**src/sv/swlm_ram.sv**
```systemverilog
module swlm_ram #(
  parameter int unsigned Width = 8,
  parameter int unsigned Depth = 16,
  parameter int unsigned AddrW = (Depth > 1) ? $clog2(Depth) : 1
) (
  input  logic             clk_i,
  input  logic             we_i,
  input  logic [AddrW-1:0] waddr_i,
  input  logic [Width-1:0] wdata_i,
  input  logic [AddrW-1:0] raddr_i,
  output logic [Width-1:0] rdata_o
);
  logic [Width-1:0] mem_q [Depth];

  always_ff @(posedge clk_i) begin
    if (we_i) begin
      mem_q[waddr_i] <= wdata_i;
    end
    rdata_o <= mem_q[raddr_i];
  end
endmodule

```
**config.mk**
```make
export PLATFORM = sky130hd
export DESIGN_NAME = swlm_ram
export DESIGN_NICKNAME = d
export VERILOG_FILES = /design/src/sv/swlm_ram.sv
export SDC_FILE = /design/constraint.sdc
export NUM_CORES = 1
export LEC_CHECK = 0
export BUFFER_PORTS_ARGS = -buffer_cell sky130_fd_sc_hd__buf_4
export CORE_MARGIN = 2
export CORE_UTILIZATION = 60
export DETAILED_ROUTE_END_ITERATION = 7
export HOLD_SLACK_MARGIN = 0.06
export PLACE_DENSITY = 0.78
export SLEW_MARGIN = 20
export SYNTH_ARGS = -nofsm -noshare
export SYNTH_HDL_FRONTEND = slang
export SYNTH_SLANG_ARGS = --single-unit
```
**constraint.sdc**
```tcl
create_clock -name clk_i -period 1.8 [get_ports clk_i]
set_input_delay 0.18 -clock clk_i [delete_from_list [all_inputs] [get_ports clk_i]]
set_output_delay 0.18 -clock clk_i [all_outputs]
set_load 0.1 [all_outputs]
```
# After elaboration in Yosys (flattened, before gate mapping)
# Memory sizes are Yosys's and may differ from the RTL's. A register that Yosys moved wholly into a read port is not among the register bits.
# Cells that the tools add are included.
# totals
mem_count	1
output_inout_bits	8
in_bits	18
ff_bits	0
mem_bits_rw	128
wordCells	3
# op_classes
mux	2
# memory_table
name	depth	width	read_ports	rd_clocked_by_memory_dff	write_ports	line	rtl
mem_q	16	8	1	1	1	13	logic [Width-1:0] mem_q [Depth];
# op_table
operator	n
two-way mux 1 bit	2

# Longest topological paths before layout
# logic_depth
depth_word	2
ltp_mapped	5
ltp_nobuf	3

# Worst setup path before layout
# Ideal clock, no wire load.
# synth_path
path_type	input -> register
from	input port waddr_i[2]
to	memory mem_q[0][0], enable pin
path_slack_ns	0.127
arrival_time_ns	1.290
path_buffers	0
required_time_ns	1.417
stages	2
cell_sequence	or3b_2 -> nor3_1
# synth_rtl
element	line	rtl
start, declared	8	input logic [AddrW-1:0] waddr_i,
end, declared	13	
# Straight into the memory's write port.

==> run metrics <==
Setup CP Type=register to register; GR Util met3=between 5 and 6%; die height=between 90 and 100 um; layout cells sized above 1=about a third; Top-Level Pins=26; cell row count=33; Leak=approximately 2.2 nW; f_max=~710 MHz; Reg area=roughly 0.0040 sq mm; Initial DRT Pass Iterations=4; Worst setup SP type=register; Worst Skew=roughly 5.7 ps; clk_lat worst skew=approximately 500 ps; Power Dens Cells=roughly 1200 mW/mm^2; CP Max Fanout=1; Post-synth EDFFs=roughly 130; cts repair resizes=0; Compound-Gate Fraction of Synth Area=2.33%; post-placement cell count=371; GR Util All Layers=between 20% and 30%; CP required=roughly 2200 ps; HPWL Detailed=between 6000 and 7000 um; routed len/inst=between 20 and 25 um; DRC viols=0; Num Clock Sinks=approximately 140; Clock Tree Root=clkbuf_8; via count=roughly 2500; met1 Track Usage GR=between 30% and 40%; DIE AREA=slightly above 0.009 sq mm; RSZ-0062 raised after global routing=no; Mapped Cells=around 230; Max VDD drop=slightly below 0.9 mV; Synth top area share=roughly 75%; setup violators final=0; Starting DRT DRC Count=around 310; worst slew pin tran=roughly 420 ps; final WL=9890 um; Final Max Tran Viols=0; Netlist Area Pre-Place=about 0.0051 sq mm; Vias/cell=around 6.2; mux cell area share after synthesis=around 15%; Worst-path clk slew=roughly 60 ps; initial antenna violation count=0; headroom to the max-slew limit=between 70 and 80%; worst path arrival time=1810 ps; post-synthesis adder-cell area fraction=0%; grt met2 use=a little over a third; cell taking the most area after synthesis=edfxtp_1; global-route wire length before repair=15500 um; status=finished clean; most frequent cell after synthesis=edfxtp_1; Filler cells=about 430; final RePlAce weighted congestion=between 0.7 and 0.8; Hold Violations, Final=0; die width=~97 um; Max-cap violations=0; post-route insts no fill=411; Final WS setup=between 300 and 400 ps; slowest CP cell=mux4_1; Top Usage Layer GRT=met2; Synth warnings=0; CTS tree=built; Setup TNS=0 ps; top cells by area, synth=edfxtp_1, mux4_2, mux4_1; CP peak stage delay=about 500 ps; synthesized net count=roughly 250; sequential share of the synthesized area=77.8%; Crit. End Element=register; CTS Buf Count=17; Post-Synth Simple-Gate Area=3.18%; Max Root-Sink Buffers=2; hold crit path type=input pin to register; synth cell count leaders=edfxtp_1, mux4_2, a22oi_1; Yosys reg bits=around 140; GR Overflow Total=0; largest family of logic cells by synthesized area=multiplexers; Routed Antenna Nets=0; largest net degree at the start of global routing=24; fraction of registers with async set/reset=0%; Primary FF master, synth=edfxtp_1; Netlist cell types=19; Core Region=~0.0083 sq mm; # H-tree levels=4; Nets=311; buffers added on ports=25; pre-CTS setup slack=roughly 240 ps; antenna fix cells=0; crit share post-route=around four fifths; Area Overhead vs Synth=22.1%; Initial Utilization=between 60% and 70%; vias in the first global route=between 2000 and 3000; fin crit period=approximately 1400 ps; Multi-input gate area=0.00106 sq mm; crit-path cells=mux4_1, a22oi_1, nand2_1; Synth Area per Inst=22.5 sq um; xor/xnor share of the synthesized area=0%
==> layout by cell type, fill, tap and decap left out, types with 5 or more instances in the layout <==
cell type / synthesis / routed
dlygate4sd3_1: 0 / 8
mux4_2: 18 / 18
nor2_1: 13 / 13
clkbuf_16: 0 / 16
dfxtp_1: 8 / 8
bufinv_16: 0 / 5
edfxtp_1: 128 / 128
a22oi_1: 16 / 16
buf_4: 1 / 45
nand2_1: 9 / 9
mux4_1: 14 / 14
==> cell families after synthesis <==
| kind of cell | after synthesis |
|---|---|
| compound gates | 16 |
| buf+inv | 10 |
| flops | 136 |
| mux | 32 |
| simple gates | 35 |
==> routing by layer <==
layer  routed length (um)  up-vias
li1                     -     1104
met1                 4150     1310
met2                 4970      115
met3                  568       17
met4                  197        0
met5                    0        -
==> power by group <==
part / switching (W) / internal [W] / total, W
combinational: 0.000340 / 0.000182 / 0.000522
clock: 0.00127 / 0.00239 / 0.00366
sequential: 0.0000234 / 0.00354 / 0.00356
==> state kept, by name, indices dropped and copies added, names as in the netlist <==
register / flops
mem_q: 128
rdata_o: 8
==> worst paths after layout <==
check / slack, ps / startpoint / cells after the start / to
min: 190 / waddr_i[0] / 3 / mem_q[0][4]$_DFFE_PP_
min reg2reg: 670 / mem_q[14][1]$_DFFE_PP_ / 3 / rdata_o[1]$_DFF_P_
max reg2reg: 380 / mem_q[0][2]$_DFFE_PP_ / 3 / rdata_o[2]$_DFF_P_
max: 380 / mem_q[0][2]$_DFFE_PP_ / 3 / rdata_o[2]$_DFF_P_
==> layout make-up <==
type	count	share of cell area, %
Tap cell	105	2.09
Timing Repair Buffer	55	7.29
Clock inverter	15	3.52
Clock buffer	17	6.59
Sequential cell	136	63.7
Multi-Input combinational cell	83	16.8
==> critical path, delay by kind of cell (launching register included) <==
family           cells  cell delay [ps]
AO/OA/AOI/OAI        1              340
flip-flops           1              360
AND/OR/NAND/NOR      1               90
multiplexers         1              500
==> stage by stage <==
step                util, %  total power (W)  cell area [sq um]  hold slack (ps)
CTS                    76.1          0.00780               6290              167
finish                 76.1          0.00775               6290              190
detailed placement     67.5          0.00413               5570              494
global route           76.1          0.00797               6290              184
floorplan                 -          0.00396               5150              279
global placement       67.5          0.00412               5570              483
==> repair_timing <==
item,CTS,global route
endpoints found under the hold margin,128,0
hold buffers,8,0
setup buffers,0,0
Note: power is estimated with default switching activity, not from simulation.
